`src/hw/rtl/affine_tile_background_pixel_top_macros.svh`:
```
// assertion macros shared by the affine tile background pixel rtl
`ifndef AFFINE_TILE_BACKGROUND_PIXEL_TOP_MACROS_SVH
`define AFFINE_TILE_BACKGROUND_PIXEL_TOP_MACROS_SVH

// condition that holds at every clock edge out of reset
`define ATBP_ASSERT(label, clk, rst_n, cond) \
  label: assert property (@(posedge clk) disable iff (!rst_n) (cond)) \
    else $error("atbp assertion failed");

// consequent checked in the same cycle as the antecedent
`define ATBP_ASSERT_IMPL(label, clk, rst_n, ante, cons) \
  label: assert property (@(posedge clk) disable iff (!rst_n) (ante) |-> (cons)) \
    else $error("atbp assertion failed");

// consequent checked in the cycle after the antecedent
`define ATBP_ASSERT_NEXT(label, clk, rst_n, ante, cons) \
  label: assert property (@(posedge clk) disable iff (!rst_n) (ante) |=> (cons)) \
    else $error("atbp assertion failed");

`endif

```
`src/hw/rtl/atbp_pkg.sv`:
```
// types, constants and helpers of the affine tile background pixel block
`timescale 1ns / 1ps

package atbp_pkg;

  localparam int VIDEO_BYTES  = 98304;
  localparam int VIDEO_ADDR_W = $clog2(VIDEO_BYTES);
  localparam logic [17:0] VIDEO_LIMIT = 18'(VIDEO_BYTES);
  localparam int SCREEN_WIDTH = 240;
  localparam logic [10:0] SCREEN_LIMIT = 11'(SCREEN_WIDTH);
  localparam int PAL_ENTRIES  = 256;
  localparam int PAL_ADDR_W   = $clog2(PAL_ENTRIES);
  localparam logic [17:0] PAL_LIMIT = 18'(PAL_ENTRIES);

  localparam int QDEPTH = 4;
  localparam int QPTR_W = $clog2(QDEPTH);
  localparam int QCNT_W = $clog2(QDEPTH + 1);

  typedef enum logic [1:0] {
    CMD_VID_WR = 2'd0,
    CMD_PAL_WR = 2'd1,
    CMD_RENDER = 2'd2
  } cmd_e;

  typedef enum logic [1:0] {
    OP_VID_WR = 2'd0,
    OP_PAL_WR = 2'd1,
    OP_DRAW   = 2'd2,
    OP_BLANK  = 2'd3
  } op_e;

  typedef enum logic [2:0] {
    REG_BG_CONTROL  = 3'd0,
    REG_LAYER_EN    = 3'd1,
    REG_STEP_X_COL  = 3'd2,
    REG_STEP_X_LINE = 3'd3,
    REG_STEP_Y_COL  = 3'd4,
    REG_STEP_Y_LINE = 3'd5,
    REG_ORIGIN_X    = 3'd6,
    REG_ORIGIN_Y    = 3'd7
  } reg_idx_e;

  typedef struct packed {
    logic [15:0] bg_control;
    logic        layer_enable;
    logic [15:0] step_x_col;
    logic [15:0] step_x_line;
    logic [15:0] step_y_col;
    logic [15:0] step_y_line;
    logic [27:0] origin_x;
    logic [27:0] origin_y;
  } cfg_t;

  typedef struct packed {
    op_e         op;
    logic [16:0] addr;
    logic [15:0] data;
    logic [2:0]  sub_y;
    logic [2:0]  sub_x;
  } q_entry_t;

  typedef struct packed {
    logic full;
    logic empty;
  } q_status_t;

  // map side minus one for the size code: 128, 256, 512 or 1024 pixels
  function automatic logic [9:0] side_mask(input logic [1:0] code);
    logic [9:0] m;
    case (code)
      2'd0:    m = 10'd127;
      2'd1:    m = 10'd255;
      2'd2:    m = 10'd511;
      default: m = 10'd1023;
    endcase
    return m;
  endfunction

endpackage

```
`src/hw/rtl/atbp_queue.sv`:
```
// short fifo between the front and the back end
`timescale 1ns / 1ps

`include "affine_tile_background_pixel_top_macros.svh"

module atbp_queue (
  input  logic                clk_i,
  input  logic                rst_ni,
  input  logic                push_i,
  input  atbp_pkg::q_entry_t  entry_i,
  input  logic                pop_i,
  output atbp_pkg::q_status_t status_o,
  output atbp_pkg::q_entry_t  head_o
);
  import atbp_pkg::*;

  q_entry_t            entries_q [QDEPTH];
  logic [QPTR_W-1:0]   wptr_q, rptr_q;
  logic [QCNT_W-1:0]   count_q, count_d;
  logic                do_push, do_pop;

  assign status_o.full  = count_q == QCNT_W'(QDEPTH);
  assign status_o.empty = count_q == '0;
  assign do_push = push_i && !status_o.full;
  assign do_pop  = pop_i && !status_o.empty;
  assign head_o  = entries_q[rptr_q];

  always_comb begin
    count_d = count_q;
    if (do_push && !do_pop) begin
      count_d = count_q + 1'b1;
    end else if (do_pop && !do_push) begin
      count_d = count_q - 1'b1;
    end
  end

  always_ff @(posedge clk_i or negedge rst_ni) begin
    if (!rst_ni) begin
      wptr_q  <= '0;
      rptr_q  <= '0;
      count_q <= '0;
    end else begin
      count_q <= count_d;
      if (do_push) begin
        wptr_q <= wptr_q + 1'b1;
      end
      if (do_pop) begin
        rptr_q <= rptr_q + 1'b1;
      end
    end
  end

  always_ff @(posedge clk_i) begin
    if (do_push) begin
      entries_q[wptr_q] <= entry_i;
    end
  end

  `ATBP_ASSERT(a_no_push_full, clk_i, rst_ni, !(push_i && status_o.full))
  `ATBP_ASSERT(a_no_pop_empty, clk_i, rst_ni, !(pop_i && status_o.empty))
  `ATBP_ASSERT(a_count_bound, clk_i, rst_ni, count_q <= QCNT_W'(QDEPTH))

endmodule

```
`config.mk`:
```
export PLATFORM = sky130hd
export DESIGN_NAME = atbp_queue
export DESIGN_NICKNAME = d
export VERILOG_FILES = /design/src/hw/rtl/atbp_pkg.sv /design/src/hw/rtl/atbp_queue.sv
export VERILOG_INCLUDE_DIRS = /design/src /design/src/hw/rtl
export SDC_FILE = /design/constraint.sdc
export NUM_CORES = 1
export LEC_CHECK = 0
export BUFFER_PORTS_ARGS = -buffer_cell sky130_fd_sc_hd__buf_2
export CORE_ASPECT_RATIO = 0.8
export CORE_UTILIZATION = 61
export DETAILED_ROUTE_END_ITERATION = 10
export PLACE_DENSITY = 0.84
export SETUP_SLACK_MARGIN = 0.4
export SYNTH_ARGS = -nofsm -noshare
export SYNTH_HDL_FRONTEND = slang
export SYNTH_SLANG_ARGS = --single-unit
```
`constraint.sdc`:
```
create_clock -name clk_i -period 6.7 [get_ports clk_i]
set_input_delay 1.34 -clock clk_i [delete_from_list [all_inputs] [get_ports clk_i]]
set_output_delay 1.34 -clock clk_i [all_outputs]
set_load 0.05 [all_outputs]
```
**Word-level counts from Yosys, hierarchy flattened**

Memories as Yosys holds them, arrays and structs flattened.
Cells that the tools add are included.

- Memory bits (writable): 164
- Logic and storage cells: 23
- Bits in registers: 7
- Output and inout bits: 43
- Memories kept: 1

- Add/sub/neg operators: 4
- Reductions and logical operators: 10
- Eq/ne operators: 1
- Muxes and demuxes: 4

Memory list:

| name | depth | bits a word | rd ports | clocked after memory_dff | write ports | line | RTL |
|---|---|---|---|---|---|---|---|
| entries_q | 4 | 41 | 1 | 0 | 1 | atbp_queue.sv:17 | `q_entry_t entries_q [QDEPTH];` |

Operators by type and width:

| operator | number |
|---|---|
| 2-to-1 mux 3 bit | 2 |
| adder 2 x 1 -> 2 bit (second input constant) | 2 |
| logical AND 1 bit | 4 |
| zero test 1 bit | 4 |
| adder 3 x 1 -> 3 bit (second input constant) | 1 |
| == test 3 bit (second input constant) | 1 |
| zero test 3 bit | 1 |
| subtractor 3 x 1 -> 3 bit (second input constant) | 1 |
| 2-to-1 mux 1 bit | 2 |
| nonzero test 2 bit | 1 |

**Depth between registers and ports, before layout**

- Word-level depth: 7
- Depth in mapped cells: 9

**Least setup slack after synthesis**

OpenSTA, ideal clock, no wires.

- Kind: input to register
- Start: in push_i
- End: mem entries_q[0][0] (netlist name) (enable)
- Cell stages on the path: 3
- Slack: 3.681 ns
- Required time: 6.298 ns
- Library setup time: 0.402 ns
- Arrival time: 2.617 ns
- Cell sequence: nor2b_1 > buf_6 > and2_1

- Cells in the longest elaborated chain, start to end: 3

RTL lines:

| element | line | RTL |
|---|---|---|
| start: declaration | atbp_queue.sv:9 | `input logic push_i,` |
| logical AND 1 bit | atbp_queue.sv:24 | `assign do_push = push_i && !status_o.full;` |
| via do_push | atbp_queue.sv:20 | `logic do_push, do_pop;` |
| 2-to-1 mux 1 bit | atbp_queue.sv:54 | `if (do_push) begin` |
| 2-to-1 mux 1 bit (implied by the code) | atbp_queue.sv:55 | `entries_q[wptr_q] <= entry_i;` |
| end: declaration | atbp_queue.sv:17 |  |

The timed path passes the listed nets, and every way through them passes these cells.

==> out/metrics.cfg <==
[status]
status=completed

[power_and_ir_drop]
power.leakage_uw=0.00261
clkPwrFrac=0.245
total_power_uw=3910
switchingPower_uw=1490
powerDensity_nw_per_um2=522
p_comb_frac=0.358
ir_drop_mv=0.363
power.share.sequential=0.397
switching_share=0.382
internal_power_uw=2410

[timing]
period_share=0.567
setup_ws_ns=2.90
tightest_slew_ns=1.11
slew_viol_final=0
fin_tns_setup_ns=0
setup_violations=0
maxSlewHeadroom=0.262
hold_viol=0
grt_setup_unrepaired=no
min_period_ns=3.80
fmax_mhz=263
fin_skew_ns=0.00969

[drt]
post_drt_wl_per_cell_um=20.8
ant_nets=0
drtIter0Drc=214
viasPerCell=5.70
drc_errors=0
totalWireLength_um=10400
drtPass1Iterations=4
vias=2851

[cts]
clockBufferDepth=2
cts.root.buffer_cell=clkbuf_16
clk_latency_ns=0.41
cts_num_sinks=171
h-tree-depth=4
cts_tree=done
cts_buffers=17
clkSlewWorstSetupHoldPaths_ns=0.06
cts_hold_buf=0
cts_resized=0
cts_setup_buffers=0

[layout]
area_growth_pct=17.0
num-nets-final=398
fill_cells=601
drive_above_1_share=0.461
diodes=0

[worst_hold_path]
hold_class=register to register

[floorplan]
fp.dieArea_sq_um=10900
core-area_sq_um=10200
dieHeight_um=93.6
die_w_um=117
io_pins=88
rows=33
start_util=0.625

[critical_path]
worst-setup-path-type=register to primary output
crit_required_ns=5.36
worst_ep_arrival_time_ns=2.46
slowest_delay_ns=0.64
path_delay_family=buffers and inverters
cp-start-kind=register
worst_path_max_delay_cell=mux4_1
path_buf_inv=2
crit_fanout=35
worstPathCellList=buf_4 -> mux4_1 -> buf_2
endpoint_kind=primary output

[place]
pre_cts_ws_ns=3.29
place_hpwl_um=5970
gp_congestion=0.723
io_buffers=87

[synth]
synth_top_area_share=0.770
yosysTopAreaCell=edfxtp_1
ys_seq_area_frac=0.797
ys_ff_latch=171
synth_area_leaders=edfxtp_1 (77%), mux4_2 (13%), dfrtp_1 (2.7%)
yosys.cell_types.count=22
synthesis.nets=302
syn_area_per_cell_sq_um=25.5
yosys_warnings=0
netlist_instances=251
synth_area_sq_um=6400

[global_routing]
antenna_found_initial=0
gr-total-overflow=0
grt_first_pass_wirelength_um=15500
first_global_vias=2845
grt_max_degree=43
track_usage=0.211

[job]
maxCapViolations=0

path summary, 6_finish.rpt:
kind / cells past startpoint / endpoint / slack (ns) / start
worst max-delay path: 3 / head_o[34] / 2.90 / rptr_q[0]
worst min-delay path: 1 / count_q[2] / 0.50 / count_q[2]
worst max register to register: 3 / entries_q[0][34] / 4.29 / count_q[2]
worst min register to register: 1 / count_q[2] / 0.50 / count_q[2]
max in group asynchronous: 1 / rptr_q[1] / 5.79 / rst_ni
min in group asynchronous: 1 / wptr_q[1] / 0.74 / rst_ni
power by group through the flow:
stage                     sequential [uW]  combinational, uW  clock (uW)
after floorplan                      1480               1250           0
after global placement               1550               1400           0
after detailed placement             1570               1410           0
after CTS                            1560               1420         972
after global routing                 1580               1480        1020
final                                1550               1400         958
layout make-up:
cell class | count | area, sq um | share of cell area
clock buffers | 17 | 425 | 0.0568
clock inverters | 15 | 163 | 0.0217
inverters | 4 | 15.0 | 0.00201
multi-input cells | 65 | 1160 | 0.155
flip-flops and latches | 171 | 5100 | 0.681
well taps | 140 | 175 | 0.0234
repair buffers | 88 | 443 | 0.0592
registers in the layout, indices dropped and copies added, names as in the netlist:
signal and count:
wptr_q 2, entries_q 164, count_q 3, rptr_q 2
layer usage:
layer / track usage / wire length, um / vias up
met1: 0.281 / 4170 / 1474
met2: 0.333 / 5410 / 120
met3: 0.0700 / 740 / 7
li1: - / - / 1250
met4: 0.0652 / 82 / 0
met5: 0 / 0 / -
cells by family after synthesis:
group | after synthesis | share of synthesized area
XOR/XNOR | 6 | 0.00821
multiplexers | 43 | 0.150
flip-flops | 171 | 0.797
adder cells (fa/ha/maj) | 6 | 0.0129
AND/OR/NAND/NOR | 10 | 0.00977
buffers and inverters | 15 | 0.0221
worst register-to-register path: stages, from the launching register on:
cell,delay (ns)
dfrtp_1,0.40
nor3b_2,0.17
nor2b_1,0.44
and2_2,0.99
synthesized netlist by cell type:
| cell type | n |
|---|---|
| and2_1 | 4 |
| buf_12 | 4 |
| buf_2 | 4 |
| buf_6 | 2 |
| clkbuf_1 | 1 |
| dfrtp_1 | 7 |
| edfxtp_1 | 164 |
| fa_1 | 1 |
| ha_1 | 5 |
| inv_1 | 4 |
| mux2_2 | 1 |
| mux2_4 | 1 |
| mux4_1 | 3 |
| mux4_2 | 38 |
| nand2_1 | 1 |
| nand3_1 | 1 |
| nor2_1 | 1 |
| nor2b_1 | 1 |
| nor3b_2 | 1 |
| or3_1 | 1 |
| xnor2_1 | 4 |
| xor2_1 | 2 |
placed cells by master, fill, tap and decap left out:
cell type / instances
and2_2: 4
buf_2: 87
buf_4: 1
bufinv_16: 2
clkbuf_16: 17
clkinv_1: 1
clkinv_2: 1
clkinv_4: 1
clkinvlp_4: 4
dfrtp_1: 5
dfrtp_2: 2
edfxtp_1: 164
fa_1: 1
ha_1: 5
inv_1: 4
inv_6: 5
inv_8: 1
mux2_2: 1
mux2_4: 1
mux4_1: 3
mux4_2: 38
nand2_1: 1
nand3_1: 1
nor2_1: 1
nor2b_1: 1
nor3b_2: 1
or3_1: 1
xnor2_1: 4
xor2_1: 2
metrics by stage:
| step | cells | utilization | hold WS (ns) | cell area [sq um] |
|---|---|---|---|---|
| 6_report | 500 | 0.731 | 0.499 | 7490 |
| 5_1_grt | 500 | 0.731 | 0.525 | 7490 |
| 4_1_cts | 500 | 0.731 | 0.502 | 7490 |
| 3_5_place_dp | 468 | 0.674 | 0.483 | 6900 |
| 3_3_place_gp | 468 | 0.674 | 0.459 | 6900 |
| 2_1_floorplan | 251 | - | 0.445 | 6400 |
(Power assumes the default switching activity.)
