File: config.mk
export PLATFORM = sky130hd
export DESIGN_NAME = atbp_front
export DESIGN_NICKNAME = d
export VERILOG_FILES = /design/src/hw/rtl/affine_tile_background_pixel_top_macros.svh /design/src/hw/rtl/atbp_pkg.sv /design/src/hw/rtl/atbp_front.sv
export SDC_FILE = /design/constraint.sdc
export NUM_CORES = 2
export LEC_CHECK = 0
export ABC_AREA = 1
export ABC_CLOCK_PERIOD_IN_PS = 8000
export BUFFER_PORTS_ARGS = -buffer_cell sky130_fd_sc_hd__buf_4
export CAP_MARGIN = 0
export CORE_ASPECT_RATIO = 1.25
export CORE_MARGIN = 2
export CORE_UTILIZATION = 43
export CTS_CLUSTER_DIAMETER = 60
export DETAILED_ROUTE_END_ITERATION = 6
export PLACE_DENSITY_LB_ADDON = 0.08
export SYNTH_ARGS = -nofsm -noshare
export SYNTH_HDL_FRONTEND = slang
export SYNTH_SLANG_ARGS = --single-unit
File: constraint.sdc
create_clock -name clk_i -period 8 [get_ports clk_i]
set_input_delay 2.4 -clock clk_i [delete_from_list [all_inputs] [get_ports clk_i]]
set_output_delay 2.4 -clock clk_i [all_outputs]
set_load 0.05 [all_outputs]
File: src/hw/rtl/affine_tile_background_pixel_top_macros.svh
// assertion macros shared by the affine tile background pixel rtl
`ifndef AFFINE_TILE_BACKGROUND_PIXEL_TOP_MACROS_SVH
`define AFFINE_TILE_BACKGROUND_PIXEL_TOP_MACROS_SVH

// condition that holds at every clock edge out of reset
`define ATBP_ASSERT(label, clk, rst_n, cond) \
  label: assert property (@(posedge clk) disable iff (!rst_n) (cond)) \
    else $error("atbp assertion failed");

// consequent checked in the same cycle as the antecedent
`define ATBP_ASSERT_IMPL(label, clk, rst_n, ante, cons) \
  label: assert property (@(posedge clk) disable iff (!rst_n) (ante) |-> (cons)) \
    else $error("atbp assertion failed");

// consequent checked in the cycle after the antecedent
`define ATBP_ASSERT_NEXT(label, clk, rst_n, ante, cons) \
  label: assert property (@(posedge clk) disable iff (!rst_n) (ante) |=> (cons)) \
    else $error("atbp assertion failed");

`endif

File: src/hw/rtl/atbp_pkg.sv
// types, constants and helpers of the affine tile background pixel block
`timescale 1ns / 1ps

package atbp_pkg;

  localparam int VIDEO_BYTES  = 98304;
  localparam int VIDEO_ADDR_W = $clog2(VIDEO_BYTES);
  localparam logic [17:0] VIDEO_LIMIT = 18'(VIDEO_BYTES);
  localparam int SCREEN_WIDTH = 240;
  localparam logic [10:0] SCREEN_LIMIT = 11'(SCREEN_WIDTH);
  localparam int PAL_ENTRIES  = 256;
  localparam int PAL_ADDR_W   = $clog2(PAL_ENTRIES);
  localparam logic [17:0] PAL_LIMIT = 18'(PAL_ENTRIES);

  localparam int QDEPTH = 4;
  localparam int QPTR_W = $clog2(QDEPTH);
  localparam int QCNT_W = $clog2(QDEPTH + 1);

  typedef enum logic [1:0] {
    CMD_VID_WR = 2'd0,
    CMD_PAL_WR = 2'd1,
    CMD_RENDER = 2'd2
  } cmd_e;

  typedef enum logic [1:0] {
    OP_VID_WR = 2'd0,
    OP_PAL_WR = 2'd1,
    OP_DRAW   = 2'd2,
    OP_BLANK  = 2'd3
  } op_e;

  typedef enum logic [2:0] {
    REG_BG_CONTROL  = 3'd0,
    REG_LAYER_EN    = 3'd1,
    REG_STEP_X_COL  = 3'd2,
    REG_STEP_X_LINE = 3'd3,
    REG_STEP_Y_COL  = 3'd4,
    REG_STEP_Y_LINE = 3'd5,
    REG_ORIGIN_X    = 3'd6,
    REG_ORIGIN_Y    = 3'd7
  } reg_idx_e;

  typedef struct packed {
    logic [15:0] bg_control;
    logic        layer_enable;
    logic [15:0] step_x_col;
    logic [15:0] step_x_line;
    logic [15:0] step_y_col;
    logic [15:0] step_y_line;
    logic [27:0] origin_x;
    logic [27:0] origin_y;
  } cfg_t;

  typedef struct packed {
    op_e         op;
    logic [16:0] addr;
    logic [15:0] data;
    logic [2:0]  sub_y;
    logic [2:0]  sub_x;
  } q_entry_t;

  typedef struct packed {
    logic full;
    logic empty;
  } q_status_t;

  // map side minus one for the size code: 128, 256, 512 or 1024 pixels
  function automatic logic [9:0] side_mask(input logic [1:0] code);
    logic [9:0] m;
    case (code)
      2'd0:    m = 10'd127;
      2'd1:    m = 10'd255;
      2'd2:    m = 10'd511;
      default: m = 10'd1023;
    endcase
    return m;
  endfunction

endpackage

File: src/hw/rtl/atbp_front.sv
// front end: accepts items, forms the texture position and classifies them
`timescale 1ns / 1ps

module atbp_front (
  input  logic                clk_i,
  input  logic                rst_ni,
  input  atbp_pkg::cfg_t      cfg_i,
  input  logic                in_valid_i,
  output logic                in_stall_o,
  input  logic [1:0]          command_i,
  input  logic [16:0]         address_i,
  input  logic [15:0]         write_data_i,
  input  logic [7:0]          scan_line_i,
  input  logic [7:0]          column_i,
  input  atbp_pkg::q_status_t q_status_i,
  output logic                push_o,
  output atbp_pkg::q_entry_t  entry_o
);
  import atbp_pkg::*;

  logic               f_valid_q, f_valid_d;
  logic [1:0]         f_cmd_q;
  logic [16:0]        f_addr_q;
  logic [15:0]        f_data_q;
  logic               f_pass_q;
  logic signed [24:0] p_xl_q, p_xc_q, p_yl_q, p_yc_q;
  logic signed [24:0] p_xl_d, p_xc_d, p_yl_d, p_yc_d;
  logic               accept, keep, hold;

  logic signed [29:0] tx, ty;
  logic [21:0]        fx, fy;
  logic [9:0]         mask, sx, sy;
  logic               in_map, wrap;
  logic [1:0]         size_code;
  logic [2:0]         row_shift;
  logic [16:0]        map_addr;

  assign hold       = f_valid_q && keep && q_status_i.full;
  assign in_stall_o = hold;
  assign accept     = in_valid_i && !in_stall_o;
  assign push_o     = f_valid_q && keep && !q_status_i.full;
  assign f_valid_d  = hold ? 1'b1 : in_valid_i;

  // signed step times unsigned line or column
  always_comb begin
    p_xl_d = 25'($signed(cfg_i.step_x_line)) * 25'($signed({1'b0, scan_line_i}));
    p_xc_d = 25'($signed(cfg_i.step_x_col))  * 25'($signed({1'b0, column_i}));
    p_yl_d = 25'($signed(cfg_i.step_y_line)) * 25'($signed({1'b0, scan_line_i}));
    p_yc_d = 25'($signed(cfg_i.step_y_col))  * 25'($signed({1'b0, column_i}));
  end

  always_ff @(posedge clk_i or negedge rst_ni) begin
    if (!rst_ni) begin
      f_valid_q <= 1'b0;
    end else begin
      f_valid_q <= f_valid_d;
    end
  end

  always_ff @(posedge clk_i) begin
    if (accept) begin
      f_cmd_q  <= command_i;
      f_addr_q <= address_i;
      f_data_q <= write_data_i;
      f_pass_q <= cfg_i.layer_enable && ({3'b0, column_i} < SCREEN_LIMIT);
      p_xl_q   <= p_xl_d;
      p_xc_q   <= p_xc_d;
      p_yl_q   <= p_yl_d;
      p_yc_q   <= p_yc_d;
    end
  end

  // texture position, floored by dropping the fraction
  always_comb begin
    size_code = cfg_i.bg_control[15:14];
    wrap      = cfg_i.bg_control[13];
    mask      = side_mask(size_code);
    tx = 30'($signed(cfg_i.origin_x)) + 30'(p_xl_q) + 30'(p_xc_q);
    ty = 30'($signed(cfg_i.origin_y)) + 30'(p_yl_q) + 30'(p_yc_q);
    fx = tx[29:8];
    fy = ty[29:8];
    in_map = !fx[21] && !fy[21]
          && ((fx[20:0] & ~{11'b0, mask}) == 21'b0)
          && ((fy[20:0] & ~{11'b0, mask}) == 21'b0);
    sx = fx[9:0] & mask;
    sy = fy[9:0] & mask;
    row_shift = 3'd4 + {1'b0, size_code};
    map_addr  = {1'b0, cfg_i.bg_control[12:8], 11'b0}
              + (17'(sy[9:3]) << row_shift)
              + 17'(sx[9:3]);
  end

  always_comb begin
    entry_o.addr  = f_addr_q;
    entry_o.data  = f_data_q;
    entry_o.sub_y = sy[2:0];
    entry_o.sub_x = sx[2:0];
    entry_o.op    = OP_BLANK;
    keep          = 1'b0;
    case (cmd_e'(f_cmd_q))
      CMD_VID_WR: begin
        entry_o.op = OP_VID_WR;
        keep       = {1'b0, f_addr_q} < VIDEO_LIMIT;
      end
      CMD_PAL_WR: begin
        entry_o.op = OP_PAL_WR;
        keep       = {1'b0, f_addr_q} < PAL_LIMIT;
      end
      CMD_RENDER: begin
        keep = 1'b1;
        if (f_pass_q && (wrap || in_map)) begin
          entry_o.op   = OP_DRAW;
          entry_o.addr = map_addr;
        end
      end
      default: keep = 1'b0;
    endcase
  end

endmodule

# Yosys cells after proc, flatten, opt, wreduce, memory -nomap -nowiden
# Index checks and enable logic that the tools add are counted.
[classes]
add_sub_neg = 7
bitwise = 5
n_reduce_logical = 18
multipliers = 4
mux = 6
n_shift = 1
magnitude_cmp = 3
n_eq_ne = 4
[op_table]
columns = ["cell", "count"]
rows = [
  ["multiplier 16 x 9 -> 25 bit", 4],
  ["adder 29 x 25 -> 30 bit", 2],
  ["adder 28 x 25 -> 29 bit", 2],
  ["AND 21 bit", 2],
  ["logical NOT 21 bit", 2],
  ["case mux 10 bit (3 select lines)", 1],
  ["inverter 10 -> 21 bit", 1],
  ["AND 10 bit", 2],
  ["2-to-1 mux 18 bit", 1],
  ["adder 16 x 17 -> 17 bit", 1],
  ["adder 17 x 7 -> 17 bit", 1],
  ["< comparator 17 bit, second input constant", 1],
  ["< comparator 17 x 9 -> 1 bit, second input constant", 1],
  ["2-to-1 mux 17 bit", 1],
  ["<< shifter 7 x 3 -> 17 bit", 1],
  ["logical AND 1 bit", 9],
  ["< comparator 8 bit, second input constant", 1],
  ["case mux 2 bit (3 select lines)", 1],
  ["equality test 2 x 1 -> 1 bit, second input constant", 2],
  ["equality test 2 bit, second input constant", 2],
  ["logical NOT 1 bit", 4],
  ["logical NOT 2 bit", 2],
  ["adder 3 x 2 -> 3 bit, first input constant", 1],
  ["case mux 1 bit (3 select lines)", 1],
  ["2 further kinds", 2],
]
[word_totals]
ff_bits = 137
input_bits = 193
out_inout_bits = 43

# Logic depth before layout (Yosys ltp)
[logic_depth]
ltp_word = 11
ltp_mapped = 28

# Worst setup path after synthesis
# OpenSTA, ideal clock, no wires.
[synth_timing]
path_type = "input to output"
start = "input cfg_i[5] (netlist name)"
end = "output entry_o[31] (netlist name)"
arrival_ns = 6.108
n_path_buf = 0
cell_stages = 20
slack_ns = -0.508
path_cell_list = "inv_1 > fa_1 > inv_1 > ha_1 > nand2_1 > inv_1 > a21oi_1 > nand2_1 > nand2_1 > nand2_1 > nand2_1 > nand3_1 > a21oi_1 > ha_1 > a21o_1 > a21oi_1 > nor2_1 > nand2_1 > xor2_1 > o21ai_0"
[synth_lines]
columns = ["item", "line_no", "text"]
rows = [
  ["start, declared", "atbp_front.sv:7", "input atbp_pkg::cfg_t cfg_i,"],
  ["end, declared", "atbp_front.sv:17", "output atbp_pkg::q_entry_t entry_o"],
]

==> key figures <==
Placement
  • Port Buf Inserts: approximately 230
  • Inst Count DP: a little under 5k
  • Area after DPL: between 30000 and 40000 µm²
  • GPL Wtd Cong: around 0.9
  • Hpwl dp: about 65 mm

Clock tree
  • Skew-Pair Late Insertion Delay: a little under 0.5 ns
  • CTS Root Cell: clkbuf_16
  • Clock Sinks: ~140
  • Htree depth: 4
  • Clock tree buffer depth: 2
  • Total CTS buffers: 17
  • CTS tree: done
  • Clk slew on worst S/H paths: roughly 0.07 ns

Finish
  • Post-Layout Inst Area: 35600 µm²
  • Final core occ: 0.532
  • Area Growth Syn to Fin: 22.5%
  • Fraction of layout cells with a size suffix above 1: 0.202
  • Diodes inserted: 0
  • Fillers: around 6.5k
  • Layout Cells excl Fill: 4989
  • Final nets: between 5k and 6k

Setup path
  • Max incr delay on CP: approximately 0.59 ns
  • CP Cell Sequence: buf_4 > fa_2 > ha_4 > nand2_4 > inv_2 > a21oi_4 > buf_4 > nand3_4 > nand3_4 > buf_4 > o21ai_4 > ha_4 > a21oi_2 > nor2_2 > nand3_2 > or2_1 > nand2_1 > nand2_1 > nand2_1 > nand2_2 > nand2_2 > buf_8
  • CP max stage cell: fa_2
  • Reg2reg path depth: 7
  • Crit Path Max Fanout: 4
  • Crit path max-delay family: simple AND/OR/NAND/NOR gates
  • Worst Setup End Kind: output pin
  • CP required: 5.60 ns
  • Crit path kind: primary input to output pin
  • Arrival @ worst endpoint: between 5 and 6 ns
  • Buf+Inv Stages, Crit Path: 5
  • Startpoint Class: primary input
  • CP Depth: 22

Floorplan
  • Top-level I/O count: around 240
  • Core ar.: approximately 67000 µm²
  • Die Width: roughly 240 µm
  • Initial Util: 0.435
  • DIE HEIGHT: between 200 and 300 µm
  • DIE AREA: about 70000 µm²
  • FP Rows: 106

Yosys
  • Top-count cell post-synth: inv_1
  • Commonest cells post-synth: inv_1 (1137), nand2_1 (985), fa_1 (463), ha_1 (263), edfxtp_1 (136)
  • Yosys cell types: 48
  • Yosys synthesis warning count: 0
  • Asr flop ratio synth: 0.00730
  • Post-Synth XOR/XNOR Area: 0.0350
  • Post-Synth Simple-Gate Area: 0.175
  • Main combinational cell family by area after synthesis: adder cells
  • Synth top area share: 0.319
  • Top cells by area, synth: fa_1 (32%), inv_1 (15%), edfxtp_1 (14%)
  • Syn nets: 4694
  • Synthesized area: approximately 29000 µm²
  • Cells after Synth: 3775
  • EDFF count, synth: approximately 140
  • Synth Area in Compound Gates: 0.0508
  • Syn avg cell area: between 7 and 8 µm²
  • Mux contribution to synthesized area: 0
  • Synth area leader: fa_1
  • Number of synthesized register bits: roughly 140
  • Sequential share of the synthesized area: 0.141
  • Adder-cell share of the synthesized area: 0.432
  • Top FF cell, synth: edfxtp_1

Timing
  • Final period util: 1.01
  • Slack of the critical path: -0.0783 ns
  • Period minus WS final: 8.08 ns
  • Final setup vio count: 17
  • Final Hold Viols: 0
  • Final Max Tran Viols: 0
  • Setup_tns: -0.542 ns
  • Unrepaired setup endpoints after global routing: true
  • Worst slew margin: 0.448
  • Clock skew: just over 0.009 ns
  • Fmax achieved: roughly 120 MHz
  • Tightest Pin Transition: 0.828 ns

Run status
  • Outcome: finished, violations left
  • Violated checks: setup timing

Global routing
  • Vias in the first global route: between 20k and 25k
  • Largest net degree at the start of global routing: just under 90
  • Total GRT Usage: 0.233
  • First-pass GRT wire length: between 100 and 150 mm
  • Gr ovfl total: 0
  • Initial antenna violation count: 3

Hold path
  • Worst hold stages: 3
  • Hold Path Class: register to register

Detailed routing
  • DRC: 0
  • Drt pass-1 iters: 5
  • Vias per cell: between 4 and 5
  • Post-Route WL: between 70 and 80 mm
  • DR iter-0 viols: ~960
  • Final antenna-violating net count: 0
  • DR WL/cell: 15.5 µm
  • Vias: between 20k and 25k

Run
  • Max cap viols: 0
-- worst register-to-register path, cell delays in order, from the launching register on --
cell and delay (ns):
edfxtp_1 0.48, nor4_1 0.44, nand2_1 0.09, o41ai_1 0.38
nand4_1 0.19, nand2_1 0.18, inv_6 0.26, buf_4 0.48
-- cell families (layout without fill, tap and decap cells) --
logic type | after synthesis | after routing
flip-flops | 137 | 137
AO/OA/AOI/OAI | 263 | 263
adder cells (fa/ha/maj) | 726 | 726
XOR/XNOR | 116 | 116
AND/OR/NAND/NOR | 1272 | 1272
buffers and inverters | 1261 | 1611
-- per-stage QoR --
step	setup WS, ns	hold slack [ns]
after floorplan	-0.128	0.970
after global placement	-0.522	0.659
after detailed placement	-0.558	0.665
after CTS	-0.0542	0.686
after global routing	-0.277	0.767
final	-0.0783	0.680
-- routing by layer --
metal / vias to the layer above / share of wire / track usage
met4: 6 / 0.027 / 0.0667
met1: 11223 / 0.42 / 0.273
li1: 11667 / - / -
met3: 89 / 0.028 / 0.0290
met2: 356 / 0.53 / 0.442
met5: - / 0.00048 / 0
-- cell type report --
type                    instances  area [µm²]  share of cell area
repair buffers                440        3540              0.0994
flip-flops and latches        137        4110               0.115
multi-input cells            2377       22000               0.617
well taps                     864        1080              0.0304
clock buffers                  17         425              0.0120
clock inverters                15         198             0.00555
inverters                    1139        4290               0.120
-- cells in the final DEF, fill, tap and decap left out, drive strengths merged, types with 6 or more instances in the layout --
master  instances
buf           440
a21oi         134
fa            463
nand2         986
a21o           13
a21boi         12
clkbuf         17
clkinv          6
o21bai         10
nor4            8
ha            263
edfxtp        136
nand3          96
xnor2          53
xor2           63
inv          1147
nand3b          7
nor2          132
o21ai          75
nor3           15
nand4          22
-- state kept, by name, indices dropped and copies added, names as in the netlist --
name / cells
p_yl_q: 25
p_xl_q: 25
f_addr_q: 17
f_valid_q: 1
p_xc_q: 25
p_yc_q: 25
f_pass_q: 1
f_cmd_q: 2
f_data_q: 16
-- final timing paths --
check,from,to,slack [ns]
min in group asynchronous,rst_ni,f_valid_q,1.67
max reg2reg,f_addr_q[13],p_yl_q[5],5.13
max in group asynchronous,rst_ni,f_valid_q,6.25
max,cfg_i[10],entry_o[34],-0.08
min,f_valid_q,f_valid_q,0.68
min reg2reg,f_valid_q,f_valid_q,0.68
-- what timing repair did --
action	4_1_cts	5_1_grt
setup endpoints to repair	18	18
hold buffers	0	0
setup buffers	18	8
cloned	1	0
pin swaps	142	83
resized for setup	278	192
Power is not shown: default switching activity piles up to over one toggle a cycle in this logic, so the estimate is an artifact.
