$ cat src/hw/rtl/affine_tile_background_pixel_top_macros.svh
// assertion macros shared by the affine tile background pixel rtl
`ifndef AFFINE_TILE_BACKGROUND_PIXEL_TOP_MACROS_SVH
`define AFFINE_TILE_BACKGROUND_PIXEL_TOP_MACROS_SVH

// condition that holds at every clock edge out of reset
`define ATBP_ASSERT(label, clk, rst_n, cond) \
  label: assert property (@(posedge clk) disable iff (!rst_n) (cond)) \
    else $error("atbp assertion failed");

// consequent checked in the same cycle as the antecedent
`define ATBP_ASSERT_IMPL(label, clk, rst_n, ante, cons) \
  label: assert property (@(posedge clk) disable iff (!rst_n) (ante) |-> (cons)) \
    else $error("atbp assertion failed");

// consequent checked in the cycle after the antecedent
`define ATBP_ASSERT_NEXT(label, clk, rst_n, ante, cons) \
  label: assert property (@(posedge clk) disable iff (!rst_n) (ante) |=> (cons)) \
    else $error("atbp assertion failed");

`endif

$ cat src/hw/rtl/atbp_pkg.sv
// types, constants and helpers of the affine tile background pixel block
`timescale 1ns / 1ps

package atbp_pkg;

  localparam int VIDEO_BYTES  = 98304;
  localparam int VIDEO_ADDR_W = $clog2(VIDEO_BYTES);
  localparam logic [17:0] VIDEO_LIMIT = 18'(VIDEO_BYTES);
  localparam int SCREEN_WIDTH = 240;
  localparam logic [10:0] SCREEN_LIMIT = 11'(SCREEN_WIDTH);
  localparam int PAL_ENTRIES  = 256;
  localparam int PAL_ADDR_W   = $clog2(PAL_ENTRIES);
  localparam logic [17:0] PAL_LIMIT = 18'(PAL_ENTRIES);

  localparam int QDEPTH = 4;
  localparam int QPTR_W = $clog2(QDEPTH);
  localparam int QCNT_W = $clog2(QDEPTH + 1);

  typedef enum logic [1:0] {
    CMD_VID_WR = 2'd0,
    CMD_PAL_WR = 2'd1,
    CMD_RENDER = 2'd2
  } cmd_e;

  typedef enum logic [1:0] {
    OP_VID_WR = 2'd0,
    OP_PAL_WR = 2'd1,
    OP_DRAW   = 2'd2,
    OP_BLANK  = 2'd3
  } op_e;

  typedef enum logic [2:0] {
    REG_BG_CONTROL  = 3'd0,
    REG_LAYER_EN    = 3'd1,
    REG_STEP_X_COL  = 3'd2,
    REG_STEP_X_LINE = 3'd3,
    REG_STEP_Y_COL  = 3'd4,
    REG_STEP_Y_LINE = 3'd5,
    REG_ORIGIN_X    = 3'd6,
    REG_ORIGIN_Y    = 3'd7
  } reg_idx_e;

  typedef struct packed {
    logic [15:0] bg_control;
    logic        layer_enable;
    logic [15:0] step_x_col;
    logic [15:0] step_x_line;
    logic [15:0] step_y_col;
    logic [15:0] step_y_line;
    logic [27:0] origin_x;
    logic [27:0] origin_y;
  } cfg_t;

  typedef struct packed {
    op_e         op;
    logic [16:0] addr;
    logic [15:0] data;
    logic [2:0]  sub_y;
    logic [2:0]  sub_x;
  } q_entry_t;

  typedef struct packed {
    logic full;
    logic empty;
  } q_status_t;

  // map side minus one for the size code: 128, 256, 512 or 1024 pixels
  function automatic logic [9:0] side_mask(input logic [1:0] code);
    logic [9:0] m;
    case (code)
      2'd0:    m = 10'd127;
      2'd1:    m = 10'd255;
      2'd2:    m = 10'd511;
      default: m = 10'd1023;
    endcase
    return m;
  endfunction

endpackage

$ cat src/hw/rtl/atbp_regs.sv
// configuration registers behind the apb port
`timescale 1ns / 1ps

module atbp_regs (
  input  logic           clk_i,
  input  logic           rst_ni,
  input  logic           psel,
  input  logic           penable,
  input  logic           pwrite,
  input  logic [4:0]     paddr,
  input  logic [31:0]    pwdata,
  output logic [31:0]    prdata,
  output logic           pready,
  output atbp_pkg::cfg_t cfg_o
);
  import atbp_pkg::*;

  cfg_t     cfg_q, cfg_d;
  reg_idx_e idx;
  logic     wr_en;

  assign idx    = reg_idx_e'(paddr[4:2]);
  assign wr_en  = psel && penable && pwrite;
  assign pready = 1'b1;
  assign cfg_o  = cfg_q;

  always_comb begin
    cfg_d = cfg_q;
    if (wr_en) begin
      unique case (idx)
        REG_BG_CONTROL:  cfg_d.bg_control   = pwdata[15:0];
        REG_LAYER_EN:    cfg_d.layer_enable = pwdata[0];
        REG_STEP_X_COL:  cfg_d.step_x_col   = pwdata[15:0];
        REG_STEP_X_LINE: cfg_d.step_x_line  = pwdata[15:0];
        REG_STEP_Y_COL:  cfg_d.step_y_col   = pwdata[15:0];
        REG_STEP_Y_LINE: cfg_d.step_y_line  = pwdata[15:0];
        REG_ORIGIN_X:    cfg_d.origin_x     = pwdata[27:0];
        REG_ORIGIN_Y:    cfg_d.origin_y     = pwdata[27:0];
      endcase
    end
  end

  always_comb begin
    unique case (idx)
      REG_BG_CONTROL:  prdata = {16'b0, cfg_q.bg_control};
      REG_LAYER_EN:    prdata = {31'b0, cfg_q.layer_enable};
      REG_STEP_X_COL:  prdata = {16'b0, cfg_q.step_x_col};
      REG_STEP_X_LINE: prdata = {16'b0, cfg_q.step_x_line};
      REG_STEP_Y_COL:  prdata = {16'b0, cfg_q.step_y_col};
      REG_STEP_Y_LINE: prdata = {16'b0, cfg_q.step_y_line};
      REG_ORIGIN_X:    prdata = {4'b0, cfg_q.origin_x};
      REG_ORIGIN_Y:    prdata = {4'b0, cfg_q.origin_y};
    endcase
  end

  always_ff @(posedge clk_i or negedge rst_ni) begin
    if (!rst_ni) begin
      cfg_q.bg_control   <= 16'd0;
      cfg_q.layer_enable <= 1'b0;
      cfg_q.step_x_col   <= 16'd256;
      cfg_q.step_x_line  <= 16'd0;
      cfg_q.step_y_col   <= 16'd0;
      cfg_q.step_y_line  <= 16'd256;
      cfg_q.origin_x     <= 28'd0;
      cfg_q.origin_y     <= 28'd0;
    end else begin
      cfg_q <= cfg_d;
    end
  end

endmodule

$ cat config.mk
export PLATFORM = sky130hd
export DESIGN_NAME = atbp_regs
export DESIGN_NICKNAME = d
export VERILOG_FILES = /design/src/hw/rtl/affine_tile_background_pixel_top_macros.svh /design/src/hw/rtl/atbp_pkg.sv /design/src/hw/rtl/atbp_regs.sv
export SDC_FILE = /design/constraint.sdc
export NUM_CORES = 1
export LEC_CHECK = 0
export BUFFER_PORTS_ARGS = -buffer_cell sky130_fd_sc_hd__buf_2
export CORE_ASPECT_RATIO = 0.5
export CORE_MARGIN = 2
export CORE_UTILIZATION = 55
export CTS_CLUSTER_SIZE = 30
export DETAILED_ROUTE_END_ITERATION = 10
export PLACE_DENSITY = 0.83
export SYNTH_ARGS = -nofsm -noshare
export SYNTH_HDL_FRONTEND = slang
export SYNTH_SLANG_ARGS = --single-unit
$ cat constraint.sdc
create_clock -name clk_i -period 6.6 [get_ports clk_i]
set_clock_uncertainty 0.1 [all_clocks]
set_input_delay 1.98 -clock clk_i [delete_from_list [all_inputs] [get_ports clk_i]]
set_output_delay 1.98 -clock clk_i [all_outputs]
set_load 0.005 [all_outputs]
Word-level counts from Yosys, hierarchy flattened --
Index checks and enable logic that the tools add are counted.
Cells by class: eq/ne operators 7, multiplexer cells 1, reductions and logical operators 11
Operators by type and width (count):
- 32-bit case mux with 8 select lines | 1
- 2-bit AND reduction | 8
- 3-bit == test, second input constant | 4
- 3-bit by 2-bit == test with 1-bit output, second input constant | 2
- 3-bit by 1-bit == test with 1-bit output, second input constant | 1
- 3-bit logical NOT | 1
- 1-bit logical AND | 2
Storage, ports and cells: register bits 137, word-level logic and storage cells 27

Logic depth before layout (Yosys ltp) --
Gate-level depths: netlist of the first run.
word-level depth 3, gate-level depth with buffers 7, mapped depth without buffers 4

Worst setup path after synthesis of the first run --
OpenSTA, ideal clock, no wires.
path type input-to-output, start point input port paddr[2], end point output port prdata[10], data arrival time 3006 ps, data required time 4520 ps, slack 1514 ps, stages 6, path buffers 2, cell sequence buf_4 -> nor2_1 -> clkbuf_1 -> a21oi_1 -> o22ai_1 -> o22a_1
Between the ends: word-level cells in the longest chain between the ends 2, elaborated cells between the ends (all ways) 9, those cells by class 7 x eq/ne; 1 x mux; 1 x reduce/logical
Ends and longest elaborated chain:
- start: declaration | RTL line atbp_regs.sv:10 | input logic [4:0] paddr,
- 3-bit == test, or another cell as far along | RTL line atbp_regs.sv:44 | unique case (idx)
- 32-bit case mux with 8 select lines * | RTL line atbp_regs.sv:44
- end: declaration | RTL line atbp_regs.sv:12 | output logic [31:0] prdata,
Mark *: on every way between the ends. The rest lies on a longest branch, timed or not. The select of a mux whose other input is x is not followed.

Worst setup path after layout of the first run --
start point input port paddr[4], end point output port prdata[7]
Same word-level chain as after synthesis.

==> metrics.md, run 1 <==
| Metric | Value |
|---|---|
| Via Count | `4937` |
| Leakage power | `4.136 nW` |
| # hold bufs at CTS | `0` |
| RD Place Congestion | `about 0.8` |
| Initial core utilization | `roughly 57%` |
| HPWL Detailed | `about 11000 um` |
| Post-synth ARST share | `between 90% and 100%` |
| I/O pins | `about 210` |
| Post-synth top area share | `52.80%` |
| Final period utilization | `between 80% and 90%` |
| Power, Total | `between 2 and 3 mW` |
| Clock Tree Buf Depth | `2` |
| # clock sinks | `between 100 and 150` |
| Synth cell types | `41` |
| Via-to-Cell Ratio | `~5.9` |
| Status | `finished, final reports clean` |
| Die height | `~80 um` |
| Required @ worst endpoint | `between 4000 and 5000 ps` |
| Routed Wire Length | `between 15000 and 20000 um` |
| Multi-input logic area | `roughly 2800 um2` |
| Max FFs per register | `about 140` |
| Iter 0 DRT Violations | `about 310` |
| Core ar. | `approximately 11000 um2` |
| Die area | `about 13000 um2` |
| Worst slew pin tran | `between 1000 and 1500 ps` |
| Critical path fanouts, max | `23` |
| Skew-Pair Late Insertion Delay | `about 400 ps` |
| Max-Cap Viols | `0` |
| Register area share after synthesis | `a little over half` |
| H-tree levels | `4` |
| Final Max Tran Viols | `0` |
| FF+latch count, synth | `around 140` |
| Nets | `726` |
| Post-synth top area cell | `dfrtp_1` |
| DRC viols | `0` |
| Path type of the worst setup path | `input pin to output port` |
| Placement row count | `27` |
| Routed len/inst | `20.96 um` |
| # fillers | `769` |
| Drt first pass iters | `5` |
| Worst setup EP type | `output port` |
| Most frequent cells in the layout | `buf_2 (199), dfrtp_1 (135), mux2_2 (125)` |
| Commonest non-fill, non-tap cell in the layout | `buf_2` |
| Antenna cells | `0` |
| Synth warnings | `0` |
| Cells after Synth | `roughly 500` |
| First-pass GRT wire length | `roughly 27000 um` |
| Power per cell area | `331.0 nW/um2` |
| EDFF count, synth | `0` |
| Slowest CP cell | `buf_2` |
| Area Growth Syn to Fin | `26.36%` |
| Synth top area cells | `dfrtp_1 (53%), mux2_2 (22%), mux2i_1 (3.9%)` |
| Post-cts gate resize count | `0` |
| Clock-pin slew of the registers on the worst-case setup and hold paths | `60 ps` |
| Number of global-route vias before repair | `between 4000 and 5000` |
| Slew HR | `18.06%` |
| CTS buffer count | `17` |
| Fin Setup TNS | `0 ps` |
| Initial antenna violation count | `0` |
| Final setup fails | `0` |
| Die extent in x | `~160 um` |
| Remaining antenna violation count after routing | `0` |
| Post-CTS setup buffer count | `0` |
| Register area | `3431 um2` |
| Achievable clock frequency | `~0.17 GHz` |
| GRT overflow | `0` |
| RSZ-0062 raised after global routing | `no` |
| CP Buf/Inv Count | `4` |
| Main synth FF type | `dfrtp_1` |
| Total GRT Usage | `~29%` |
| Share of cells above drive strength 1 | `between 50 and 60%` |
| Worst path cell trace | `buf_2 > inv_1 > nand2_1 > buf_4 > nor2_1 > a21oi_1 > buf_2` |
| Final min period | `5868 ps` |
| CP Data Arrival Time | `between 3000 and 4000 ps` |
| PortBufs | `200` |
| VDD IR max | `around 0.22 mV` |
| Clock Root Buffer | `clkbuf_16` |
| Largest net degree at the start of global routing | `slightly below 100` |
| Final hold viol count | `0` |
| Crit start category | `input pin` |
| Worst path top cell family by delay | `buffers and inverters` |
| Critical path's most frequent cell | `buf_2` |
| Cell area after synthesis | `6399 um2` |
| Min-Delay Path Class | `register to register` |
| Max incr delay on CP | `a little under 400 ps` |
| Avg Cell Area, Syn | `between 10 and 15 um2` |
| CTS tree | `done` |
==> per-layer routing <==
layer  GRT usage (%)  wire [um]  share of wire [%]
met5               0          0                  0
met3           7.232       1201                6.8
met1           36.65       7489                 42
met2           47.62       8692                 49
met4           9.908        263                1.5
==> cells by family (layout without fill, tap and decap cells) <==
group	after synthesis	after routing	synth area share, %
other	2	5	0.1174
muxes	162	162	28.78
AOI/OAI and AO/OA	70	70	7.509
buffers and inverters	37	245	3.657
and+or+nand+nor	78	78	6.316
DFF	137	137	53.62
==> Yosys cell counts, drive strengths merged, types with 3 or more instances <==
cell and n:
a22o 8, nor2 34, a31oi 7, mux2 136, a21oi 15, a211oi 3, nor2b 6, o22a 4
o22ai 3, a21o 4, dfrtp 135, nand2b 3, a32oi 5, clkbuf 11, a221oi 5, buf 24
o21ai 12, mux2i 25, nand2 22, nand3 5
==> area by class of cell <==
class	instances	area share, %
Inverter	2	0.09285
Multi-Input combinational cell	315	34.01
Sequential cell	137	42.43
Clock buffer	17	5.262
Timing Repair Buffer	211	13.48
Tap cell	145	2.244
Clock inverter	15	2.476
==> per-stage QoR <==
step | instance area (um2) | hold slack, ps | worst slack, ps | utilization, % | instances
CTS | 8085 | 412.0 | 805.9 | 72.53 | 842
global placement | 7460 | 403.4 | 825.4 | 66.91 | 810
global route | 8085 | 432.4 | 685.1 | 72.53 | 842
finish | 8085 | 408.9 | 732.2 | 72.53 | 842
floorplan | 6410 | 405.2 | 1514 | - | 489
detailed placement | 7460 | 397.9 | 811.0 | 66.91 | 810
==> power breakdown <==
part | total, mW | switching, mW | internal (mW)
Sequential | 1.14 | 0.130 | 1.01
Clock | 0.999 | 0.366 | 0.633
Combinational | 0.540 | 0.237 | 0.303
==> final timing paths <==
| path | from | endpoint | slack [ps] | depth (start not counted) |
|---|---|---|---|---|
| setup / recovery | paddr[4] | prdata[7] | 730 | 7 |
| setup reg to reg | cfg_o[101] | cfg_o[101] | 5690 | 1 |
| hold reg to reg | cfg_o[23] | cfg_o[23] | 410 | 1 |
| max in group asynchronous | rst_ni | cfg_o[107] | 3700 | 2 |
| hold / removal | cfg_o[23] | cfg_o[23] | 410 | 1 |
| min in group asynchronous | rst_ni | cfg_o[36] | 1560 | 1 |
Power figures use the tool's default switching activity.
==> run 2: changes to the inputs <==
--- a/config.mk
+++ b/config.mk
@@ -8,10 +8,10 @@
 export BUFFER_PORTS_ARGS = -buffer_cell sky130_fd_sc_hd__buf_2
 export CORE_ASPECT_RATIO = 0.5
 export CORE_MARGIN = 2
-export CORE_UTILIZATION = 55
+export CORE_UTILIZATION = 39
 export CTS_CLUSTER_SIZE = 30
 export DETAILED_ROUTE_END_ITERATION = 10
-export PLACE_DENSITY = 0.83
+export PLACE_DENSITY = 0.61
 export SYNTH_ARGS = -nofsm -noshare
 export SYNTH_HDL_FRONTEND = slang
 export SYNTH_SLANG_ARGS = --single-unit
==> constraint.sdc (replaced) <==
create_clock -name clk_i -period 6.65 [get_ports clk_i]
set_clock_uncertainty 0.1 [all_clocks]
set_input_delay 1.995 -clock clk_i [delete_from_list [all_inputs] [get_ports clk_i]]
set_output_delay 1.995 -clock clk_i [all_outputs]
set_load 0.005 [all_outputs]
==> run 2 against run 1 <==
  * Critical path depth fell by 1
  * Critical path type unchanged
  * Cell area up 0.71%
  * Utilization fell by 22 points
==> metrics.md, run 2 (synthesized netlist as in run 1, its figures left out) <==
| Metric | Value |
|---|---|
| Status | `finished, final reports clean (unchanged)` |
| HPWL Detailed | `11960 um (was 11380 um)` |
| # clock sinks | `137 (unchanged)` |
| Max-Cap Viols | `0 (unchanged)` |
| Final Util | `50.18% (was 72.53%)` |
| Die height | `94.58 um (was 80.27 um)` |
| Die area | `17510 um2 (was 12570 um2)` |
| Reg2Reg Depth | `1 (unchanged)` |
| Crit start category | `input pin (unchanged)` |
| Largest net degree at the start of global routing | `90 (was 99)` |
| Share of cells above drive strength 1 | `55.81% (unchanged)` |
| Routed Wire Length | `18460 um (was 17650 um)` |
| Fin Setup TNS | `0 ps (unchanged)` |
| Critical path origin | `paddr[2] (was paddr[4])` |
| Core ar. | `16230 um2 (was 11150 um2)` |
| Initial core utilization | `39.43% (was 57.40%)` |
| Via-to-Cell Ratio | `5.184 (was 5.863)` |
| H-tree levels | `4 (unchanged)` |
| Final hold viol count | `0 (unchanged)` |
| Final setup fails | `0 (unchanged)` |
| Clock Root Buffer | `clkbuf_16 (unchanged)` |
| WHS Path Cells | `1 (unchanged)` |
| Iter 0 DRT Violations | `301 (was 308)` |
| Drt first pass iters | `4 (was 5)` |
| Critical path fanouts, max | `29 (was 23)` |
| Commonest non-fill, non-tap cell in the layout | `buf_2 (unchanged)` |
| Die extent in x | `185.1 um (was 156.5 um)` |
| Leakage power | `4.121 nW (was 4.136 nW)` |
| Total GRT Usage | `21.50% (was 28.50%)` |
| Initial antenna violation count | `0 (unchanged)` |
| Clock-pin slew of the registers on the worst-case setup and hold paths | `70 ps (was 60 ps)` |
| # fillers | `1469 (was 769)` |
| Post-CTS setup buffer count | `0 (unchanged)` |
| Skew-Pair Late Insertion Delay | `400 ps (about the same)` |
| Nets | `726 (unchanged)` |
| Required @ worst endpoint | `4550 ps (was 4520 ps)` |
| I/O pins | `212 (unchanged)` |
| Final min period | `between 5000 and 6000 ps` |
| Slew HR | `18.89% (was 18.06%)` |
| Reg-to-reg startpoint | `cfg_o[35] (was cfg_o[101])` |
| Path type of the worst setup path | `input pin to output port (unchanged)` |
| Min-Delay Path Class | `register to register (unchanged)` |
| CTS buffer count | `17 (unchanged)` |
| Register area | `3431 um2 (unchanged)` |
| GRT overflow | `0 (unchanged)` |
| Post-cts gate resize count | `0 (unchanged)` |
| Clock Tree Buf Depth | `2 (unchanged)` |
| RD Place Congestion | `0.7678 (was 0.8039)` |
| Routed len/inst | `19.98 um (was 20.96 um)` |
| Area Growth Syn to Fin | `27.26% (was 26.36%)` |
| Via Count | `4790 (was 4937)` |
| DRC viols | `0 (unchanged)` |
| Remaining antenna violation count after routing | `0 (unchanged)` |
| Placement row count | `33 (was 27)` |
| Max FFs per register | `137 (unchanged)` |
| Power per cell area | `319.0 nW/um2 (was 331.0 nW/um2)` |
| Achievable clock frequency | `between 0.15 and 0.2 GHz` |
| Multi-input logic area | `2750 um2 (unchanged)` |
| # hold bufs at CTS | `0 (unchanged)` |
| CTS tree | `done (unchanged)` |
| Most frequent cells in the layout | `buf_2 (199), dfrtp_1 (135), mux2_2 (125) (unchanged)` |
| PortBufs | `200 (unchanged)` |
| Number of global-route vias before repair | `4720 (was 4849)` |
| RSZ-0062 raised after global routing | `no (unchanged)` |
| Final Max Tran Viols | `0 (unchanged)` |
| HP Start | `cfg_o[23] (unchanged)` |
| Worst setup EP type | `output port (unchanged)` |
| CP Data Arrival Time | `3690 ps (was 3790 ps)` |
| Worst slew pin tran | `1215 ps (was 1229 ps)` |
| FF-to-FF setup slack | `5750 ps (was 5690 ps)` |
| First-pass GRT wire length | `28120 um (was 26670 um)` |
| VDD IR max | `0.1707 mV (was 0.2187 mV)` |
| Final period utilization | `approximately 87%` |
| Antenna cells | `0 (unchanged)` |
-- run 2: per-layer routing --
metal / GRT usage (%) / share of wire [%] / up-vias
li1: - / - / 2159
met1: 29.29 / 46 / 2483
met2: 34.74 / 47 / 132
met3: 4.936 / 5.8 / 16
met4: 5.886 / 1.0 / 0
met5: 0 / 0 / -
-- run 2: critical path, cell delays in order --
cell,delay [ps]
buf_2,400
buf_4,500
and3_1,260
a222oi_1,90
a21oi_1,270
buf_2,160
-- run 2: final timing paths --
path	endpoint
hold reg to reg	cfg_o[23]
hold / removal	cfg_o[23]
setup reg to reg	cfg_o[35]
setup / recovery	prdata[7]
max in group asynchronous	cfg_o[98]
min in group asynchronous	cfg_o[36]
-- run 2: stage by stage --
step | instances | area [um2] | worst slack (ps) | hold WS [ps] | power [mW]
after floorplan | 489 | 6410 | 1534 | 405.2 | 1.385
after global placement | 892 | 7562 | 917.9 | 403.8 | 1.664
after detailed placement | 892 | 7562 | 897.3 | 412.3 | 1.678
after CTS | 924 | 8143 | 893.1 | 428.1 | 2.623
after global routing | 924 | 8143 | 797.0 | 444.6 | 2.732
final | 924 | 8143 | 865.5 | 418.4 | 2.597
-- run 2: layout make-up --
class	count	area share, %
clock buffer	17	5.224
clock inverter	15	1.905
inverter	2	0.09219
multi-input combinational	315	33.77
sequential	137	42.13
tap	227	3.488
timing repair buffer	211	13.38
-- run 2: report_power, final --
group	internal, mW	leakage, nW	switching, mW	total [mW]
logic	0.300	2.10	0.232	0.532
registers	0.999	1.75	0.126	1.13
clock network	0.531	0.281	0.409	0.940
==> run 3: changes to the inputs <==
--- a/config.mk
+++ b/config.mk
@@ -6,12 +6,14 @@
 export NUM_CORES = 1
 export LEC_CHECK = 0
 export BUFFER_PORTS_ARGS = -buffer_cell sky130_fd_sc_hd__buf_2
+export CELL_PAD_IN_SITES_DETAIL_PLACEMENT = 0
+export CELL_PAD_IN_SITES_GLOBAL_PLACEMENT = 2
 export CORE_ASPECT_RATIO = 0.5
 export CORE_MARGIN = 2
-export CORE_UTILIZATION = 39
+export CORE_UTILIZATION = 33
 export CTS_CLUSTER_SIZE = 30
 export DETAILED_ROUTE_END_ITERATION = 10
-export PLACE_DENSITY = 0.61
+export PLACE_DENSITY = 0.78
 export SYNTH_ARGS = -nofsm -noshare
 export SYNTH_HDL_FRONTEND = slang
 export SYNTH_SLANG_ARGS = --single-unit
==> run 3 against run 2 <==
  * Cell area up 0.89%
  * Utilization shrank 6.2 points
  * Clock power is 2.4% higher
==> metrics.md, run 3 (synthesized netlist as in run 1, its figures left out) <==
| Metric | Value |
|---|---|
| Status | `finished, final reports clean (unchanged)` |
| Achievable clock frequency | `0.1672 GHz (was 0.1729 GHz)` |
| Critical path origin | `paddr[2] (unchanged)` |
| Nets | `728 (was 726)` |
| Reg-to-reg endpoint | `cfg_o[23] (was cfg_o[35])` |
| Slowest CP cell | `buf_4 (unchanged)` |
| Routed Wire Length | `19890 um (was 18460 um)` |
| Share of cells above drive strength 1 | `55.94% (was 55.81%)` |
| Max incr delay on CP | `520 ps (was 500 ps)` |
| Leakage power | `4.125 nW (was 4.121 nW)` |
| CP Data Arrival Time | `3880 ps (was 3690 ps)` |
| Skew-Pair Late Insertion Delay | `410 ps (was 400 ps)` |
| Final hold viol count | `0 (unchanged)` |
| Via Count | `4771 (was 4790)` |
| Final Max Tran Viols | `0 (unchanged)` |
| Largest net degree at the start of global routing | `101 (was 90)` |
| Post-cts gate resize count | `0 (unchanged)` |
| Die height | `102.5 um (was 94.58 um)` |
| Drt first pass iters | `4 (unchanged)` |
| Crit start category | `input pin (unchanged)` |
| Most frequent cells in the layout | `buf_2 (199), dfrtp_1 (135), mux2_2 (125) (unchanged)` |
| FF-to-FF setup slack | `5750 ps (about the same)` |
| Reg-to-reg startpoint | `cfg_o[23] (was cfg_o[35])` |
| Initial antenna violation count | `0 (unchanged)` |
| Max FFs per register | `137 (unchanged)` |
| Power per cell area | `320.5 nW/um2 (was 319.0 nW/um2)` |
| Max-Cap Viols | `0 (unchanged)` |
| Number of global-route vias before repair | `4907 (was 4720)` |
| GRT overflow | `0 (unchanged)` |
| Commonest non-fill, non-tap cell in the layout | `buf_2 (unchanged)` |
| Routed len/inst | `20.76 um (was 19.98 um)` |
| Slew HR | `21.64% (was 18.89%)` |
| Final min period | `5980 ps (was 5785 ps)` |
| CP Buf/Inv Count | `3 (unchanged)` |
| Core ar. | `18700 um2 (was 16230 um2)` |
| First-pass GRT wire length | `29940 um (was 28120 um)` |
| Clock Root Buffer | `clkbuf_16 (unchanged)` |
| # fillers | `1794 (was 1469)` |
| Required @ worst endpoint | `4550 ps (about the same)` |
| PortBufs | `200 (unchanged)` |
| Via-to-Cell Ratio | `4.980 (was 5.184)` |
| CP endpoint | `prdata[15] (was prdata[7])` |
| # clock sinks | `137 (unchanged)` |
| Fin Setup TNS | `0 ps (unchanged)` |
| Worst path cell trace | `buf_2 > buf_4 > nand2_1 > nor3b_1 > a211oi_1 > a21oi_1 > buf_2 (was buf_2 > buf_4 > and3_1 > a222oi_1 > a21oi_1 > buf_2)` |
| Antenna cells | `0 (unchanged)` |
| Area Growth Syn to Fin | `28.39% (was 27.26%)` |
| Die extent in x | `200.9 um (was 185.1 um)` |
| Final period utilization | `89.92% (was 86.99%)` |
| Levels on crit path | `7 (was 6)` |
| Final setup fails | `0 (unchanged)` |
| Worst setup EP type | `output port (unchanged)` |
| Remaining antenna violation count after routing | `0 (unchanged)` |
| # hold bufs at CTS | `0 (unchanged)` |
| Min-Delay Path Class | `register to register (unchanged)` |
| Critical path fanouts, max | `28 (was 29)` |
| Die area | `20590 um2 (was 17510 um2)` |
| CTS tree | `done (unchanged)` |
| Total GRT Usage | `19.60% (was 21.50%)` |
| Post-CTS setup buffer count | `0 (unchanged)` |
| Worst slew pin tran | `1173 ps (was 1215 ps)` |
| Placement row count | `35 (was 33)` |
| DRC viols | `0 (unchanged)` |
| VDD IR max | `0.1769 mV (was 0.1707 mV)` |
| RSZ-0062 raised after global routing | `no (unchanged)` |
| CTS buffer count | `17 (unchanged)` |
| Worst path top cell family by delay | `buffers and inverters (unchanged)` |
| Clock Tree Buf Depth | `2 (unchanged)` |
| I/O pins | `212 (unchanged)` |
| Clock-pin slew of the registers on the worst-case setup and hold paths | `70 ps (about the same)` |
| Path type of the worst setup path | `input pin to output port (unchanged)` |
| Iter 0 DRT Violations | `148 (was 301)` |
| RD Place Congestion | `0.7598 (was 0.7678)` |
| Reg2Reg Depth | `1 (unchanged)` |
| Critical path's most frequent cell | `buf_2 (unchanged)` |
| Initial core utilization | `34.22% (was 39.43%)` |
| Final Util | `43.93% (was 50.18%)` |
| HPWL Detailed | `13210 um (was 11960 um)` |
| H-tree levels | `4 (unchanged)` |
==> run 3: cell types whose count changed in the layout (fill, tap and decap cells not counted) <==
cell and delta:
inv_6 -6, clkinvlp_4 +4, buf_4 +2, clkbuf_8 +2
inv_8 -2, bufinv_16 +1, clkinv_2 +1
==> run 3: how the worst min path moves through the flow <==
stage	slack, ps	end	from	depth (start not counted)
2_1_floorplan	410	cfg_o[23]	cfg_o[23]	1
3_3_place_gp	410	cfg_o[85]	cfg_o[85]	1
3_5_place_dp	420	cfg_o[81]	cfg_o[81]	1
4_1_cts	430	cfg_o[77]	cfg_o[77]	1
5_1_grt	440	cfg_o[76]	cfg_o[76]	1
6_report	430	cfg_o[81]	cfg_o[81]	1
==> run 3: area by class of cell <==
class                   count  area, um2  area share (%)
clock buffers              19      452.9           5.513
repair buffers            213       1105           13.45
clock inverters            13      145.1           1.767
flip-flops and latches    137       3431           41.76
inverters                   2      7.507         0.09138
multi-input cells         315       2750           33.48
well taps                 259      324.1           3.945
==> run 3: metal layers <==
| layer | part of all wire (%) | wire [um] | up-vias | track usage, % |
|---|---|---|---|---|
| li1 | - | - | 2169 | - |
| met1 | 46 | 9061 | 2496 | 26.09 |
| met2 | 50 | 9883 | 99 | 32.79 |
| met3 | 4.2 | 830 | 7 | 4.815 |
| met4 | 0.55 | 110 | 0 | 4.387 |
| met5 | 0 | 0 | - | 0 |
==> run 3: metrics by stage <==
step	total power [mW]	area [um2]	cells	setup slack, ps	hold WS (ps)
floorplan	1.385	6410	489	1534	405.2
CTS	2.664	8215	958	682.9	431.3
global placement	1.682	7617	926	702.1	405.7
finish	2.633	8215	958	670.4	426.4
detailed placement	1.694	7617	926	681.8	415.5
global route	2.772	8215	958	524.6	441.3
==> run 3: report_power, final <==
group          switching, mW  internal, mW  total [mW]
Combinational          0.242         0.301       0.543
Sequential             0.128         0.999        1.13
Clock                  0.388         0.575       0.963
